===== src/hw/rtl/assert_macros.svh =====
// Assertion macros shared by the RTL files.
`ifndef ASSERT_MACROS_SVH
`define ASSERT_MACROS_SVH

// Property checked at every rising edge of clk, off while rst is high.
`define ASSERT_AT_CLK(label, prop, msg) \
  label: assert property (@(posedge clk) disable iff (rst) prop) else $error(msg);

// Expression that must never be true at a rising edge of clk.
`define ASSERT_NEVER_AT_CLK(label, expr, msg) \
  label: assert property (@(posedge clk) disable iff (rst) !(expr)) else $error(msg);

`endif


===== src/hw/rtl/tfe_pkg.sv =====
// Package of the tile enumerator: widths, register indexes, sequencer types.
`default_nettype none
package tfe_pkg;

  localparam int MAX_LOG2_BINS = 10;

  localparam int LOG2_W   = 4;
  localparam int BIN_W    = 10;
  localparam int CURSOR_W = 11;
  localparam int SIZE_W   = 12;

  localparam int CFG_IDX_W  = 2;
  localparam int CFG_DATA_W = 10;

  localparam logic [CFG_IDX_W-1:0] CFG_LOG2_BINS      = 2'd0;
  localparam logic [CFG_IDX_W-1:0] CFG_MIN_TIME_BINS  = 2'd1;
  localparam logic [CFG_IDX_W-1:0] CFG_MIN_FREQ_BINS  = 2'd2;
  localparam logic [CFG_IDX_W-1:0] CFG_OVERLAP_FACTOR = 2'd3;

  // restoring divider: one quotient bit per cycle
  localparam int DIV_STEPS = SIZE_W;
  localparam int DIV_CNT_W = $clog2(DIV_STEPS);

  typedef enum logic [2:0] {
    ST_IDLE,
    ST_SETTLE,
    ST_DIV,
    ST_APPLY,
    ST_EMIT
  } state_t;

  typedef enum logic [2:0] {
    ACT_DONE,
    ACT_EXHAUST,
    ACT_NEXT_PLANE,
    ACT_STEP_DUR,
    ACT_STEP_TIME,
    ACT_STEP_WIDTH
  } act_t;

  typedef enum logic [1:0] {
    TGT_DUR,
    TGT_TIME,
    TGT_WIDTH,
    TGT_FREQ
  } tgt_t;

  typedef struct packed {
    logic [LOG2_W-1:0] plane_index;
    logic [BIN_W-1:0]  time_first;
    logic [BIN_W-1:0]  time_last;
    logic [BIN_W-1:0]  freq_first;
    logic [BIN_W-1:0]  freq_last;
    logic              last_tile;
    logic              none_left;
  } tile_t;

endpackage
`default_nettype wire


===== src/hw/rtl/tfe_if.sv =====
// Handshake interfaces: tile request channel and tile result channel.
`default_nettype none
interface tfe_req_if;
  logic valid;
  logic ready;
  logic restart;

  modport source (output valid, output restart, input ready);
  modport sink   (input valid, input restart, output ready);
endinterface

interface tfe_tile_if;
  import tfe_pkg::*;
  logic              valid;
  logic              ready;
  logic [LOG2_W-1:0] plane_index;
  logic [BIN_W-1:0]  time_first;
  logic [BIN_W-1:0]  time_last;
  logic [BIN_W-1:0]  freq_first;
  logic [BIN_W-1:0]  freq_last;
  logic              last_tile;
  logic              none_left;

  modport source (output valid, output plane_index, output time_first, output time_last,
                  output freq_first, output freq_last, output last_tile, output none_left,
                  input ready);
  modport sink   (input valid, input plane_index, input time_first, input time_last,
                  input freq_first, input freq_last, input last_tile, input none_left,
                  output ready);
endinterface
`default_nettype wire


===== src/hw/rtl/tf_tile_enumerator.sv =====
// Time-frequency tile enumerator: sequencer around one shared divider.
//
//  channel  dir  beat payload
//  req      in   restart
//  tile     out  plane_index, time/freq first+last, last_tile, none_left
//  cfg      in   cfg_write, cfg_index, cfg_data (write only, no stall)
//
// A request runs the nested search in ST_SETTLE. Each divided cursor step (the freq
// step after each tile, plus each step past an empty level) goes through the
// divider in ST_DIV and is added in ST_APPLY; a plane change, or the search running out, is settled in ST_SETTLE.
// Each such step runs through the bit-serial divider by overlap_factor.
// req.ready is high only while the sequencer is idle; a finished tile sits in
// the output register, so the next request is taken while it waits.
// rst is synchronous; cursors come back at the first tile of the search.
`default_nettype none
`include "assert_macros.svh"
module tf_tile_enumerator (
  input  wire logic                            clk,
  input  wire logic                            rst,
  input  wire logic                            cfg_write,
  input  wire logic [tfe_pkg::CFG_IDX_W-1:0]   cfg_index,
  input  wire logic [tfe_pkg::CFG_DATA_W-1:0]  cfg_data,
  tfe_req_if.sink                              req,
  tfe_tile_if.source                           tile
);
  import tfe_pkg::*;

  // configuration
  logic [LOG2_W-1:0]     log2_bins;
  logic [BIN_W-1:0]      min_time_bins;
  logic [BIN_W-1:0]      min_freq_bins;
  logic [BIN_W-1:0]      overlap_factor;

  // cursors
  logic [LOG2_W-1:0]     plane_counter;
  logic [SIZE_W-1:0]     duration_cursor;
  logic [CURSOR_W-1:0]   time_cursor;
  logic [SIZE_W-1:0]     width_cursor;
  logic [CURSOR_W-1:0]   freq_cursor;
  logic                  exhausted;

  // sequencer
  state_t                state, state_next;
  act_t                  act;
  tgt_t                  tgt;
  logic                  post;

  // divider
  logic [BIN_W-1:0]      div_rem;
  logic [SIZE_W-1:0]     div_quo;
  logic [DIV_CNT_W-1:0]  div_cnt;
  logic [BIN_W:0]        div_trial;
  logic                  div_ge;

  tile_t                 pend;
  tile_t                 out_reg;
  logic                  out_valid;

  logic                  in_beat;
  logic                  out_free;
  logic [LOG2_W-1:0]     lg_eff;
  logic [CURSOR_W-1:0]   tb;
  logic [CURSOR_W-1:0]   fb;
  logic [SIZE_W-1:0]     min_t_eff;
  logic [SIZE_W-1:0]     min_f_eff;
  logic [BIN_W-1:0]      ov_eff;
  logic [SIZE_W-1:0]     time_end;
  logic [SIZE_W-1:0]     freq_end;
  logic [SIZE_W-1:0]     stride;

  assign in_beat   = req.valid && req.ready;
  assign out_free  = !out_valid || tile.ready;

  assign lg_eff    = (log2_bins > LOG2_W'(MAX_LOG2_BINS)) ? LOG2_W'(MAX_LOG2_BINS) : log2_bins;
  assign tb        = CURSOR_W'(1) << plane_counter;
  assign fb        = (CURSOR_W'(1) << lg_eff) >> plane_counter;
  assign min_t_eff = (min_time_bins == '0) ? SIZE_W'(1) : SIZE_W'(min_time_bins);
  assign min_f_eff = (min_freq_bins == '0) ? SIZE_W'(1) : SIZE_W'(min_freq_bins);
  assign ov_eff    = (overlap_factor == '0) ? BIN_W'(1) : overlap_factor;

  // start + size past the extent means start > extent - size
  assign time_end  = SIZE_W'(time_cursor) + duration_cursor;
  assign freq_end  = SIZE_W'(freq_cursor) + width_cursor;

  assign div_trial = {div_rem, div_quo[SIZE_W-1]};
  assign div_ge    = div_trial >= {1'b0, ov_eff};
  assign stride    = div_quo + SIZE_W'(1);

  // one level of the nested search per cycle in ST_SETTLE
  always_comb begin
    if (exhausted) begin
      act = ACT_DONE;
    end else if (plane_counter > lg_eff) begin
      act = ACT_EXHAUST;
    end else if (duration_cursor > SIZE_W'(tb)) begin
      act = ACT_NEXT_PLANE;
    end else if (time_end > SIZE_W'(tb)) begin
      act = ACT_STEP_DUR;
    end else if (width_cursor > SIZE_W'(fb)) begin
      act = ACT_STEP_TIME;
    end else if (freq_end > SIZE_W'(fb)) begin
      act = ACT_STEP_WIDTH;
    end else begin
      act = ACT_DONE;
    end
  end

  always_comb begin
    state_next = state;
    case (state)
      ST_IDLE: begin
        if (in_beat) state_next = ST_SETTLE;
      end
      ST_SETTLE: begin
        case (act)
          ACT_DONE:                                   state_next = (post || exhausted) ? ST_EMIT
                                                                                       : ST_DIV;
          ACT_STEP_DUR, ACT_STEP_TIME, ACT_STEP_WIDTH: state_next = ST_DIV;
          default:                                    state_next = ST_SETTLE;
        endcase
      end
      ST_DIV: begin
        if (div_cnt == DIV_CNT_W'(DIV_STEPS - 1)) state_next = ST_APPLY;
      end
      ST_APPLY: state_next = ST_SETTLE;
      ST_EMIT: begin
        if (out_free) state_next = ST_IDLE;
      end
      default: state_next = ST_IDLE;
    endcase
  end

  always_comb begin
    req.ready        = (state == ST_IDLE);
    tile.valid       = out_valid;
    tile.plane_index = out_reg.plane_index;
    tile.time_first  = out_reg.time_first;
    tile.time_last   = out_reg.time_last;
    tile.freq_first  = out_reg.freq_first;
    tile.freq_last   = out_reg.freq_last;
    tile.last_tile   = out_reg.last_tile;
    tile.none_left   = out_reg.none_left;
  end

  always_ff @(posedge clk) begin
    if (rst) begin
      state           <= ST_IDLE;
      log2_bins       <= LOG2_W'(MAX_LOG2_BINS);
      min_time_bins   <= BIN_W'(1);
      min_freq_bins   <= BIN_W'(1);
      overlap_factor  <= BIN_W'(2);
      plane_counter   <= '0;
      duration_cursor <= SIZE_W'(1);
      time_cursor     <= '0;
      width_cursor    <= SIZE_W'(1);
      freq_cursor     <= '0;
      exhausted       <= 1'b0;
      post            <= 1'b0;
      tgt             <= TGT_DUR;
      div_cnt         <= '0;
      out_valid       <= 1'b0;
    end else begin
      state <= state_next;

      if (cfg_write) begin
        case (cfg_index)
          CFG_LOG2_BINS:      log2_bins      <= cfg_data[LOG2_W-1:0];
          CFG_MIN_TIME_BINS:  min_time_bins  <= cfg_data[BIN_W-1:0];
          CFG_MIN_FREQ_BINS:  min_freq_bins  <= cfg_data[BIN_W-1:0];
          CFG_OVERLAP_FACTOR: overlap_factor <= cfg_data[BIN_W-1:0];
          default: ;
        endcase
      end

      if (state == ST_EMIT && out_free) begin
        out_valid <= 1'b1;
      end else if (tile.valid && tile.ready) begin
        out_valid <= 1'b0;
      end

      case (state)
        ST_IDLE: begin
          post <= 1'b0;
          if (in_beat && req.restart) begin
            plane_counter   <= '0;
            duration_cursor <= min_t_eff;
            time_cursor     <= '0;
            width_cursor    <= min_f_eff;
            freq_cursor     <= '0;
            exhausted       <= 1'b0;
          end
        end
        ST_SETTLE: begin
          div_cnt <= '0;
          div_rem <= '0;
          case (act)
            ACT_EXHAUST: exhausted <= 1'b1;
            ACT_NEXT_PLANE: begin
              plane_counter   <= plane_counter + LOG2_W'(1);
              duration_cursor <= min_t_eff;
              time_cursor     <= '0;
              width_cursor    <= min_f_eff;
              freq_cursor     <= '0;
            end
            ACT_STEP_DUR: begin
              tgt     <= TGT_DUR;
              div_quo <= duration_cursor;
            end
            ACT_STEP_TIME: begin
              tgt     <= TGT_TIME;
              div_quo <= duration_cursor;
            end
            ACT_STEP_WIDTH: begin
              tgt     <= TGT_WIDTH;
              div_quo <= width_cursor;
            end
            default: begin
              if (post) begin
                pend.last_tile <= exhausted;
              end else if (exhausted) begin
                pend <= '{none_left: 1'b1, default: '0};
              end else begin
                pend.plane_index <= plane_counter;
                pend.time_first  <= time_cursor[BIN_W-1:0];
                pend.time_last   <= time_end[BIN_W-1:0] - BIN_W'(1);
                pend.freq_first  <= freq_cursor[BIN_W-1:0];
                pend.freq_last   <= freq_end[BIN_W-1:0] - BIN_W'(1);
                pend.last_tile   <= 1'b0;
                pend.none_left   <= 1'b0;
                post             <= 1'b1;
                tgt              <= TGT_FREQ;
                div_quo          <= width_cursor;
              end
            end
          endcase
        end
        ST_DIV: begin
          div_rem <= div_ge ? BIN_W'(div_trial - {1'b0, ov_eff}) : div_trial[BIN_W-1:0];
          div_quo <= {div_quo[SIZE_W-2:0], div_ge};
          div_cnt <= div_cnt + DIV_CNT_W'(1);
        end
        ST_APPLY: begin
          case (tgt)
            TGT_DUR: begin
              duration_cursor <= duration_cursor + stride;
              time_cursor     <= '0;
              width_cursor    <= min_f_eff;
              freq_cursor     <= '0;
            end
            TGT_TIME: begin
              time_cursor  <= time_cursor + stride[CURSOR_W-1:0];
              width_cursor <= min_f_eff;
              freq_cursor  <= '0;
            end
            TGT_WIDTH: begin
              width_cursor <= width_cursor + stride;
              freq_cursor  <= '0;
            end
            default: freq_cursor <= freq_cursor + stride[CURSOR_W-1:0];
          endcase
        end
        ST_EMIT: begin
          if (out_free) begin
            out_reg <= pend;
          end
        end
        default: ;
      endcase
    end
  end

  `ASSERT_AT_CLK(a_div_cnt_range, (state == ST_DIV) |-> (div_cnt <= DIV_CNT_W'(DIV_STEPS - 1)), "divider count out of range")
  `ASSERT_AT_CLK(a_busy_after_req, in_beat |=> !req.ready, "request taken while busy")
  `ASSERT_AT_CLK(a_none_left_clean, (tile.valid && tile.none_left) |-> (!tile.last_tile && tile.plane_index == '0 && tile.time_last == '0 && tile.freq_last == '0), "none_left beat carries data")
  `ASSERT_NEVER_AT_CLK(a_plane_bound, plane_counter > LOG2_W'(MAX_LOG2_BINS + 1), "plane counter past last plane")

endmodule
`default_nettype wire

===== src/flat_wrapper.sv =====
// flat-port wrapper written by rule: the top's interface ports become plain ports
module tf_tile_enumerator_flat import tfe_pkg::*;
  (clk, rst, cfg_write, cfg_index, cfg_data, req_valid, req_restart, req_ready, tile_valid, tile_plane_index, tile_time_first, tile_time_last, tile_freq_first, tile_freq_last, tile_last_tile, tile_none_left, tile_ready);
  tfe_req_if req_i ();
  tfe_tile_if tile_i ();
  input  wire logic clk;
  input  wire logic rst;
  input  wire logic cfg_write;
  input  wire logic [tfe_pkg::CFG_IDX_W-1:0] cfg_index;
  input  wire logic [tfe_pkg::CFG_DATA_W-1:0] cfg_data;
  input wire logic [$bits(req_i.valid)-1:0] req_valid;
  input wire logic [$bits(req_i.restart)-1:0] req_restart;
  output wire logic [$bits(req_i.ready)-1:0] req_ready;
  output wire logic [$bits(tile_i.valid)-1:0] tile_valid;
  output wire logic [$bits(tile_i.plane_index)-1:0] tile_plane_index;
  output wire logic [$bits(tile_i.time_first)-1:0] tile_time_first;
  output wire logic [$bits(tile_i.time_last)-1:0] tile_time_last;
  output wire logic [$bits(tile_i.freq_first)-1:0] tile_freq_first;
  output wire logic [$bits(tile_i.freq_last)-1:0] tile_freq_last;
  output wire logic [$bits(tile_i.last_tile)-1:0] tile_last_tile;
  output wire logic [$bits(tile_i.none_left)-1:0] tile_none_left;
  input wire logic [$bits(tile_i.ready)-1:0] tile_ready;
  assign req_i.valid = req_valid;
  assign req_i.restart = req_restart;
  assign req_ready = req_i.ready;
  assign tile_valid = tile_i.valid;
  assign tile_plane_index = tile_i.plane_index;
  assign tile_time_first = tile_i.time_first;
  assign tile_time_last = tile_i.time_last;
  assign tile_freq_first = tile_i.freq_first;
  assign tile_freq_last = tile_i.freq_last;
  assign tile_last_tile = tile_i.last_tile;
  assign tile_none_left = tile_i.none_left;
  assign tile_i.ready = tile_ready;
  tf_tile_enumerator u_core (.clk(clk), .rst(rst), .cfg_write(cfg_write), .cfg_index(cfg_index), .cfg_data(cfg_data), .req(req_i), .tile(tile_i));
endmodule

===== config.mk =====
export PLATFORM = sky130hd
export DESIGN_NAME = tf_tile_enumerator_flat
export DESIGN_NICKNAME = d
export VERILOG_FILES = /design/src/hw/rtl/tfe_pkg.sv /design/src/hw/rtl/tfe_if.sv /design/src/hw/rtl/tf_tile_enumerator.sv /design/src/flat_wrapper.sv
export VERILOG_INCLUDE_DIRS = /design/src /design/src/hw/rtl
export SDC_FILE = /design/constraint.sdc
export NUM_CORES = 1
export LEC_CHECK = 0
export ABC_AREA = 0
export BUFFER_PORTS_ARGS = -buffer_cell sky130_fd_sc_hd__buf_4
export CORE_UTILIZATION = 45
export CTS_CLUSTER_DIAMETER = 100
export CTS_CLUSTER_SIZE = 30
export DETAILED_ROUTE_END_ITERATION = 10
export PLACE_DENSITY = 0.61
export SLEW_MARGIN = 10
export SYNTH_ARGS = -nofsm -noshare
export SYNTH_HDL_FRONTEND = slang
export SYNTH_SLANG_ARGS = --single-unit

===== constraint.sdc =====
create_clock -name clk -period 13.3 [get_ports clk]
set_clock_uncertainty 0.05 [all_clocks]
set_input_delay 1.33 -clock clk [delete_from_list [all_inputs] [get_ports clk]]
set_output_delay 1.33 -clock clk [all_outputs]
set_load 0.01 [all_outputs]

# After elaboration in Yosys (flattened, before gate mapping)
# Index checks and enable logic that the tools add are counted.
# totals
register_bits	210
out_inout_bits	48
elab_cells	183
# op_classes
shift	3
order_cmp	7
n_reduce_logical	42
bitwise_logic	4
muxes	54
addsub	12
n_eq_ne	30
# op_table
op	count
12-bit one-hot mux with 3 select lines	3
12-bit 2-to-1 mux	7
11-bit one-hot mux with 3 select lines	2
12-bit by 11-bit > comparator with 1-bit output	4
12-bit one-hot mux with 2 select lines	2
10-bit 2-to-1 mux	4
11-bit 2-to-1 mux	3
10-bit zero test	3
3-bit 2-to-1 mux	10
11-bit by 12-bit adder with 12-bit output	2
12-bit adder	2
11-bit adder	2
11-bit one-hot mux with 2 select lines	1
1-bit by 4-bit left shift with 11-bit output, first input constant	2
10-bit one-hot mux with 2 select lines	1
4-bit AND reduction	5
10-bit by 1-bit subtractor with 10-bit output, second input constant	2
3-bit AND reduction	6
4-bit inequality test, second input constant	4
4-bit one-hot mux with 2 select lines	2
3-bit one-hot mux with 5 select lines	1
12-bit by 1-bit adder with 12-bit output, second input constant	1
3-bit by 2-bit equality test with 1-bit output, second input constant	4
4-bit 2-to-1 mux	3
33 further kinds	76

# Logic depth before layout (Yosys ltp)
# Gate-level depths: netlist of run 1.
# logic_depth
ltp_word	15
depth_mapped	19

# Worst setup path before layout of run 1
# Ideal clock, no wire load.
# synth_timing
path_kind	reg2reg
start	reg u_core.freq_cursor[0]
end	reg u_core.pend[0] (netlist bit), enable pin
t_required_ns	12.691
n_path_buf	0
arrival_ns	7.637
setup_ns	0.559
path_stages_with_launch	17
slack_ns	5.054
cell_sequence	dfxtp_1 -> ha_1 -> fa_1 -> a21o_1 -> a211o_1 -> a2111oi_0 -> nor3_1 -> a21o_1 -> a21oi_1 -> xnor2_1 -> ha_1 -> nand3_1 -> nor3_1 -> a31oi_1 -> nor2_1 -> a31oi_1 -> nor4_1
# synth_between
elab_chain_len	12
word_cells_on_any_way	16
classes_between	add/sub: 1; order compare: 1; eq/ne: 5; mux: 6; bitwise: 1; reduce/logical: 2
# synth_rtl
item	line	rtl
start, declared	tf_tile_enumerator.sv:39	logic [CURSOR_W-1:0] freq_cursor;
start signal, assigned	tf_tile_enumerator.sv:259	default: freq_cursor <= freq_cursor + stride[CURSOR_W-1:0];
11-bit by 12-bit adder with 12-bit output *	tf_tile_enumerator.sv:83	assign freq_end = SIZE_W'(freq_cursor) + width_cursor;
12-bit by 11-bit > comparator with 1-bit output *	tf_tile_enumerator.sv:101	end else if (freq_end > SIZE_W'(fb)) begin
3-bit 2-to-1 mux *	tf_tile_enumerator.sv:101	
3-bit 2-to-1 mux *	tf_tile_enumerator.sv:99	end else if (width_cursor > SIZE_W'(fb)) begin
3-bit 2-to-1 mux *	tf_tile_enumerator.sv:97	end else if (time_end > SIZE_W'(tb)) begin
3-bit 2-to-1 mux *	tf_tile_enumerator.sv:95	end else if (duration_cursor > SIZE_W'(tb)) begin
3-bit 2-to-1 mux *	tf_tile_enumerator.sv:93	end else if (plane_counter > lg_eff) begin
3-bit 2-to-1 mux *	tf_tile_enumerator.sv:91	if (exhausted) begin
3-bit by 1-bit equality test with 1-bit output (tied with other cells)	tf_tile_enumerator.sv:196	case (act)
5-bit OR reduction (no line) *	-	
1-bit inverter (no line) *	-	
4-bit AND reduction (no line) *	-	
end, declared	tf_tile_enumerator.sv:55	tile_t pend;
# Mark *: on every way between the ends. The rest lies on a longest branch, timed or not.
# A chain may end at the register's enable or synchronous reset.

# Worst setup path after layout of run 1
# layout_timing
start	reg u_core.width_cursor[0]
end	reg u_core.pend[13] (netlist bit), enable pin
# layout_between
elab_chain_len	12
word_cells_on_any_way	17
classes_between	add/sub: 1; order compare: 2; eq/ne: 5; mux: 6; bitwise: 1; reduce/logical: 2
# layout_rtl
item	line	rtl
start, declared	tf_tile_enumerator.sv:38	logic [SIZE_W-1:0] width_cursor;
start signal, assigned	tf_tile_enumerator.sv:188	width_cursor <= min_f_eff;
start signal, assigned	tf_tile_enumerator.sv:202	width_cursor <= min_f_eff;
start signal, assigned	tf_tile_enumerator.sv:247	width_cursor <= min_f_eff;
11-bit by 12-bit adder with 12-bit output	tf_tile_enumerator.sv:83	
12-bit by 11-bit > comparator with 1-bit output	tf_tile_enumerator.sv:101	
3-bit 2-to-1 mux	tf_tile_enumerator.sv:101	
3-bit 2-to-1 mux *	tf_tile_enumerator.sv:99	
3-bit 2-to-1 mux *	tf_tile_enumerator.sv:97	
3-bit 2-to-1 mux *	tf_tile_enumerator.sv:95	
3-bit 2-to-1 mux *	tf_tile_enumerator.sv:93	
3-bit 2-to-1 mux *	tf_tile_enumerator.sv:91	
3-bit by 1-bit equality test with 1-bit output (tied with other cells)	tf_tile_enumerator.sv:196	
5-bit OR reduction (no line) *	-	
1-bit inverter (no line) *	-	
4-bit AND reduction (no line) *	-	
# Marked as above.

==> results of run 1 <==
-- synthesized netlist by cell type, types with 40 or more instances --
cell	number
o21ai_0	53
clkbuf_1	40
dfxtp_1	96
ha_1	130
edfxtp_1	114
nand2_1	153
a21oi_1	98
nor3_1	46
xnor2_1	52
nor2_1	126
inv_1	51
nand3_1	40
-- power groups by stage --
| stage | Combinational [W] | Sequential [W] | Clock [W] |
|---|---|---|---|
| floorplan | 0.00116 | 0.000885 | 0 |
| global placement | 0.00145 | 0.000953 | 0 |
| detailed placement | 0.00147 | 0.000953 | 0 |
| CTS | 0.00148 | 0.000938 | 0.000438 |
| global route | 0.00167 | 0.000952 | 0.000459 |
| finish | 0.00148 | 0.000942 | 0.000424 |
-- registers in the layout, summed over array words and instances (netlist names), 10 cells and up --
name                    cells
u_core.tile.freq_last      10
u_core.freq_cursor         11
u_core.time_cursor         11
u_core.duration_cursor     12
u_core.div_rem             10
u_core.overlap_factor      10
u_core.div_quo             12
u_core.tile.freq_first     10
u_core.tile.time_last      10
u_core.min_time_bins       10
u_core.width_cursor        12
u_core.min_freq_bins       10
u_core.tile.time_first     10
u_core.pend                46
-- kinds of logic after synthesis --
| family | share of synthesized area, % |
|---|---|
| compound gates | 17.2 |
| xor+xnor | 5.64 |
| fa+ha+maj | 13.7 |
| buf+inv | 3.36 |
| flops | 41.4 |
| mux | 1.48 |
| simple gates | 17.1 |
-- cell type report --
cell class	count	area, sq um
Tap cell	378	473
Multi-Input combinational cell	1053	7140
Inverter	53	199
Sequential cell	210	5350
Fill cell	2616	13900
Timing Repair Buffer	76	571
Clock buffer	15	333
Clock inverter	5	77.6
-- final timing paths --
kind	endpoint	cells after the start	slack, ps
setup reg to reg	u_core.pend[13]	18	8390
setup / recovery	u_core.pend[13]	18	8390
hold reg to reg	u_core.tile.freq_first[5]	0	370
hold / removal	u_core.tile.freq_first[5]	0	370
-- routing by layer --
layer / global-route usage, % / part of all wire (%) / routed length, um / vias to the layer above
met2: 38.7 / 46 / 15600 / 271
li1: - / - / - / 5069
met5: 0 / 0 / 0 / -
met3: 2.44 / 4.2 / 1420 / 56
met4: 8.73 / 3.4 / 1160 / 0
met1: 32.5 / 46 / 15700 / 4871
-- per-stage QoR --
stage | power (W) | setup slack (ps) | cell area (sq um)
2_1_floorplan | 0.00205 | 5050 | 12900
3_3_place_gp | 0.00240 | 8570 | 13700
3_5_place_dp | 0.00242 | 8430 | 13700
4_1_cts | 0.00285 | 8400 | 14100
5_1_grt | 0.00308 | 7900 | 14100
6_report | 0.00285 | 8390 | 14100
-- critical path, stage by stage (launching register included) --
cell and delay, ps:
dfxtp_1 370, ha_1 240, fa_1 410, a21o_1 190
a211o_1 300, a2111oi_0 430, nor3_1 140, a21o_1 200
a21oi_1 160, xnor2_1 140, ha_1 260, nand3_1 120
nor2_1 60, o21ai_0 70, a31oi_1 160, nor2_1 330
a31oi_1 180, nor4_2 150, buf_4 520
==> impl_results.md, run 1 <==
- Outcome: finished, final reports clean
- Post-Route WL: 33,900 um
- Starting Density: between 40 and 50%
- CTS resizes: 0
- Hold path startpoint: u_core.pend[17]
- Number of hold buffers added after cts: 0
- Critical Path Fanout Max: 45
- Mapped Nets: 1,524
- DRT Pass-1 Iters: 5
- Final min period: ~4900 ps
- Clock buffer depth: 3
- Die Y: about 170 um
- Leakage power: ~5.7 nW
- Sequential power share: 33.1%
- Final Non-Filler Cells: ~1,800
- Synth Cell Area: approximately 0.013 sq mm
- Die X: about 170 um
- Vias: 10,300
- Count of cell types in the netlist: 72
- Post-layout util: 50.5%
- Vias per cell: between 5 and 6
- Achievable frequency: 204 MHz
- Relative slew slack: about a quarter
- Num CTS Buffers: 12
- Crit. Startpoint: u_core.width_cursor[0]
- Drc violations: 0
- Period utilisation layout: around 37%
- Reg clk slew, reported paths: about 100 ps
- DP Cell Count: 1,770
- WP data required: roughly 13,000 ps
- Ranking of synthesized cells by area: edfxtp_1 (27%), dfxtp_1 (15%), ha_1 (13%)
- Yosys Warn Count: 0
- Fin Setup TNS: 0 ps
- Prevailing post-synth register cell: edfxtp_1
- GRT Util Overall: about a quarter
- CTS Root Buffer Type: clkbuf_16
- Combinational Power Share: 52.0%
- Switch share: between 40% and 50%
- Placeable Area: approximately 0.028 sq mm
- DR WL/cell: ~19 um
- Final hold slack: between 300 and 400 ps
- First-pass GRT wire length: roughly 53,000 um
- Most common cell after layout, fill and taps aside: nand2_1
- Vias in the first global route: just under 10,000
- Final hold violation count: 0
- CTS tree: built
- Die ar.: around 0.029 sq mm
- NetSw: ~0.0013 W
- Syn_area_per_cell: between 9 and 10 sq um
- N_diodes: 0
- Crit path DAT: 4970 ps
- # Post-CTS Setup Buffers: 0
- H-tree depth: 1
- Layout cells sized above 1: 8.43%
- Cell taking the most area after synthesis: edfxtp_1
- Sequential-to-total area share from yosys stat: between 40% and 50%
- FP Rows: between 60 and 70
- P per Cell Area: slightly above 200 mW/mm^2
- Endpoints failing setup: 0
- Seq cells post-synth: 210
- Number of enable flip-flop cells after synthesis: around 110
- Routed Antenna Nets: 0
- Power Internal: about 0.0016 W
- Reg-to-reg critical path startpoint: u_core.width_cursor[0]
- Max VDD drop: around 120 uV
- Pin count of the biggest net entering global routing: 47
- Max Cap Viol: 0
- Fin. max-slew vios: 0
- Crit. End Element: register
- DRT iter0 DRCs: ~760
- Nets@finish: 1,561
- Critical path class: register to register
- Worst hold-check path type: register to register
- Clock tree sinks: 210
- Detailed placement HPWL: 25,600 um
- Clock Power Share: roughly 15%
- Leading cell types in the layout, fill and taps excluded: nand2_1 (153), ha_1 (130), nor2_1 (126), edfxtp_1 (114), a21oi_1 (98)
- Area Overhead vs Synth: 9.59%
- Cells after synthesis: ~1,400
- Final GP Congestion: ~0.87
- GRT overflow: 0
- Worst skew pair latency: about 500 ps
- RSZ-0062 raised after global routing: no
- Yosys top cell area share: between 20% and 30%
- Initial antenna violation count: 0
- Worst Tran Pin Value: about 1100 ps
- FFs w/ async S/R, synth: 0%
- Port buffer count: 65
- Ports: 66
- Worst Setup Start Kind: register
(Power assumes the default switching activity.)
==> inputs of run 2 (changes only) <==
--- a/config.mk
+++ b/config.mk
@@ -6,7 +6,7 @@
 export SDC_FILE = /design/constraint.sdc
 export NUM_CORES = 1
 export LEC_CHECK = 0
-export ABC_AREA = 0
+export ABC_AREA = 1
 export BUFFER_PORTS_ARGS = -buffer_cell sky130_fd_sc_hd__buf_4
 export CORE_UTILIZATION = 45
 export CTS_CLUSTER_DIAMETER = 100
==> constraint.sdc (replaced) <==
create_clock -name clk -period 5.15 [get_ports clk]
set_clock_uncertainty 0.05 [all_clocks]
set_input_delay 0.515 -clock clk [delete_from_list [all_inputs] [get_ports clk]]
set_output_delay 0.515 -clock clk [all_outputs]
set_load 0.01 [all_outputs]
==> impl_results.md, run 2 <==
- Outcome: finished, final reports clean
- Seq cells post-synth: 210 (unchanged)
- DR WL/cell: 16.2 um (-14%)
- DRT Pass-1 Iters: 5 (unchanged)
- GRT overflow: 0 (unchanged)
- Worst Tran Pin Value: 1030 ps (-86.4 ps)
- Final GP Congestion: 0.899 (+3.7%)
- Detailed placement HPWL: 26,500 um (+3.4%)
- Most flops, register: u_core.pend
- Mapped Nets: 1,830 (+20%)
- Max VDD drop: 305 uV (+160%)
- FFs w/ async S/R, synth: 0% (unchanged)
- CP most frequent cell: nand2_1
- Yosys top cell area share: 25.7% (-0.84 points)
- Ports: 66 (unchanged)
- FP Rows: 62 (+1.6%)
- DRT iter0 DRCs: 870 (+15%)
- P per Cell Area: 484 mW/mm^2 (+140%)
- Pin count of the biggest net entering global routing: 47 (unchanged)
- Relative slew slack: 30.6% (+5.3 points)
- Die X: 174 um (+1.6%)
- Num CTS Buffers: 12 (unchanged)
- Cells after synthesis: 1,675 (+22%)
- Filler cell count: 2,810 (+7.4%)
- Fin Setup TNS: 0 ps (unchanged)
- H-tree depth: 1 (unchanged)
- Endpoints failing setup: 0 (unchanged)
- Crit path DAT: 4730 ps (-240 ps)
- Largest register FFs: 46 (unchanged)
- Achievable frequency: 217 MHz (+6.2%)
- Fin. max-slew vios: 0 (unchanged)
- First-pass GRT wire length: 54,200 um (+1.4%)
- Worst skew pair latency: 510 ps (about the same)
- Max Cap Viol: 0 (unchanged)
- Vias in the first global route: 10,200 (+5.1%)
- Die ar.: 0.0303 sq mm (+3.2%)
- Post-layout util: 50.7% (+0.25 points)
- Most common cell after layout, fill and taps aside: nand2_1
- Clock Power Share: 16.3% (+1.4 points)
- Final worst slack: 531 ps (-7860 ps)
- Post-Route WL: 34,200 um (+1.1%)
- Vias: 11,300 (+9.8%)
- GRT Util Overall: 22.6% (-1.1 points)
- Worst hold-check path type: input port to register
- Critical path class: register to register
- Ranking of synthesized cells by area: edfxtp_1 (26%), dfxtp_1 (14%), ha_1 (12%)
- Combinational Power Share: 50.7% (-1.3 points)
- Cell taking the most area after synthesis: edfxtp_1
- Final min period: 4620 ps (-288 ps)
- WP data required: 5260 ps (-8100 ps)
- RSZ-0062 raised after global routing: no
- Critical Path Fanout Max: 45 (unchanged)
- Leading cell types in the layout, fill and taps excluded: nand2_1 (317), inv_1 (210), nor2_1 (172), a21oi_1 (171), ha_1 (130)
- Routed Antenna Nets: 0 (unchanged)
- Vias per cell: 5.33 (-7.1%)
- Number of hold buffers added after cts: 0 (unchanged)
- Nets@finish: 1,881 (+20%)
- Drc violations: 0 (unchanged)
- Sequential-to-total area share from yosys stat: 40.1% (-1.3 points)
- CTS resizes: 0 (unchanged)
- N_diodes: 0 (unchanged)
- Switch share: 45.3% (+1.1 points)
- Worst Setup Start Kind: register
- Post-synth top cells: nand2_1 (317), inv_1 (210), nor2_1 (172)
- Number of enable flip-flop cells after synthesis: 114 (unchanged)
- Port buffer count: 65 (unchanged)
- Period utilisation layout: 89.7% (+53 points)
- CTS Root Buffer Type: clkbuf_16
- CP max stage delay: 410 ps (-110 ps)
- Sequential cell area: 0.00535 sq mm (about the same)
- Synth Cell Area: 0.0133 sq mm (+3.2%)
- Starting Density: 46.0% (about the same)
- Clock buffer depth: 3 (unchanged)
- Area Overhead vs Synth: 10.2%
- Sequential power share: 33.0% (about the same)
- Syn_area_per_cell: 7.95 sq um (-16%)
- Final hold violation count: 0 (unchanged)
- Slowest cell on crit path: fa_1
- Initial antenna violation count: 0 (unchanged)
- Yosys Warn Count: 0 (unchanged)
- # Post-CTS Setup Buffers: 0 (unchanged)
- Clock tree sinks: 210 (unchanged)
- Critical-path cell list: ha_1, fa_1, nand3_1, nand2_1, a21oi_1, o21bai_1, a21o_1, a21oi_1, o21ai_0, a21oi_1, xnor2_1, ha_1, nand3_1, inv_1, nand3_2, nor2_1, o21bai_1, nand2_1, nand2_1, nand2_1, nand2_1, nand4_1, nor3_4, buf_12
- Setup WS pre-CTS: 649 ps (-7780 ps)
- NetSw: 0.00322 W (+160%)
- Power Internal: 0.00388 W (+140%)
- Prevailing post-synth register cell: edfxtp_1
- Top-count cell post-synth: nand2_1
- Crit. End Element: register
- Area of the multi-input gates: 0.00697 sq mm (-2.3%)
- Reg clk slew, reported paths: 120 ps (+20 ps)
- Placeable Area: 0.0289 sq mm (+3.3%)
- Count of cell types in the netlist: 50 (-31%)
- Leakage power: 6.60 nW (+16%)
- Die Y: 174 um (+1.6%)
- CTS tree: built
- Layout cells sized above 1: 7.85% (-0.58 points)
-- run 2: routing by layer --
| metal | up-vias | track usage [%] | routed length, um |
|---|---|---|---|
| li1 | 5738 | - | - |
| met1 | 5175 | 31.3 | 16100 |
| met2 | 304 | 37.2 | 15500 |
| met3 | 54 | 2.60 | 1700 |
| met4 | 0 | 6.54 | 926 |
| met5 | - | 0 | 0 |
-- run 2: cell families after synthesis --
logic type / share of synthesized area [%]
simple gates: 21.3
compound gates: 14.5
buf+inv: 7.66
flops: 40.1
fa+ha+maj: 13.3
xor+xnor: 3.09
-- run 2: final cells by class --
type                            count  area share [%]
Clock buffer                       14            2.24
Clock inverter                      6           0.708
Tap cell                          384            3.27
Sequential cell                   210            36.4
Inverter                          223            5.70
Multi-Input combinational cell   1200            47.5
Timing Repair Buffer               79            4.13
-- run 2: power groups by stage --
stage | clock (W) | sequential (W) | combinational, W
after floorplan | 0 | 0.00228 | 0.00272
after global placement | 0 | 0.00237 | 0.00348
after detailed placement | 0 | 0.00238 | 0.00354
after CTS | 0.00119 | 0.00234 | 0.00356
after global routing | 0.00125 | 0.00237 | 0.00406
final | 0.00116 | 0.00235 | 0.00360
-- run 2: path summary, 6_finish.rpt --
kind                         start                        to  slack (ps)  depth (start not counted)
max          u_core.time_cursor[0]           u_core.pend[38]         530                         24
min                    cfg_data[8]   u_core.min_freq_bins[8]         230                          3
max reg2reg  u_core.time_cursor[0]           u_core.pend[38]         530                         24
min reg2reg         u_core.pend[2]  u_core.tile.freq_last[0]         370                          0
-- run 2: critical path, delay by kind of cell, from the launching register on --
family	cells	cell delay (ps)
AOI/OAI and AO/OA	7	1020
xor gates and xnor gates	1	90
adders and majority gates	3	930
buffers and inverters	2	320
DFF	1	350
and+or+nand+nor	11	1440
-- run 2: stage by stage --
step	hold slack [ps]	instance area, sq um	total power, W	cells
6_report	227	14700	0.00710	2116
5_1_grt	213	14700	0.00768	2116
3_3_place_gp	350	14200	0.00585	2096
3_5_place_dp	355	14200	0.00592	2096
4_1_cts	222	14700	0.00709	2116
2_1_floorplan	350	13300	0.00499	1675
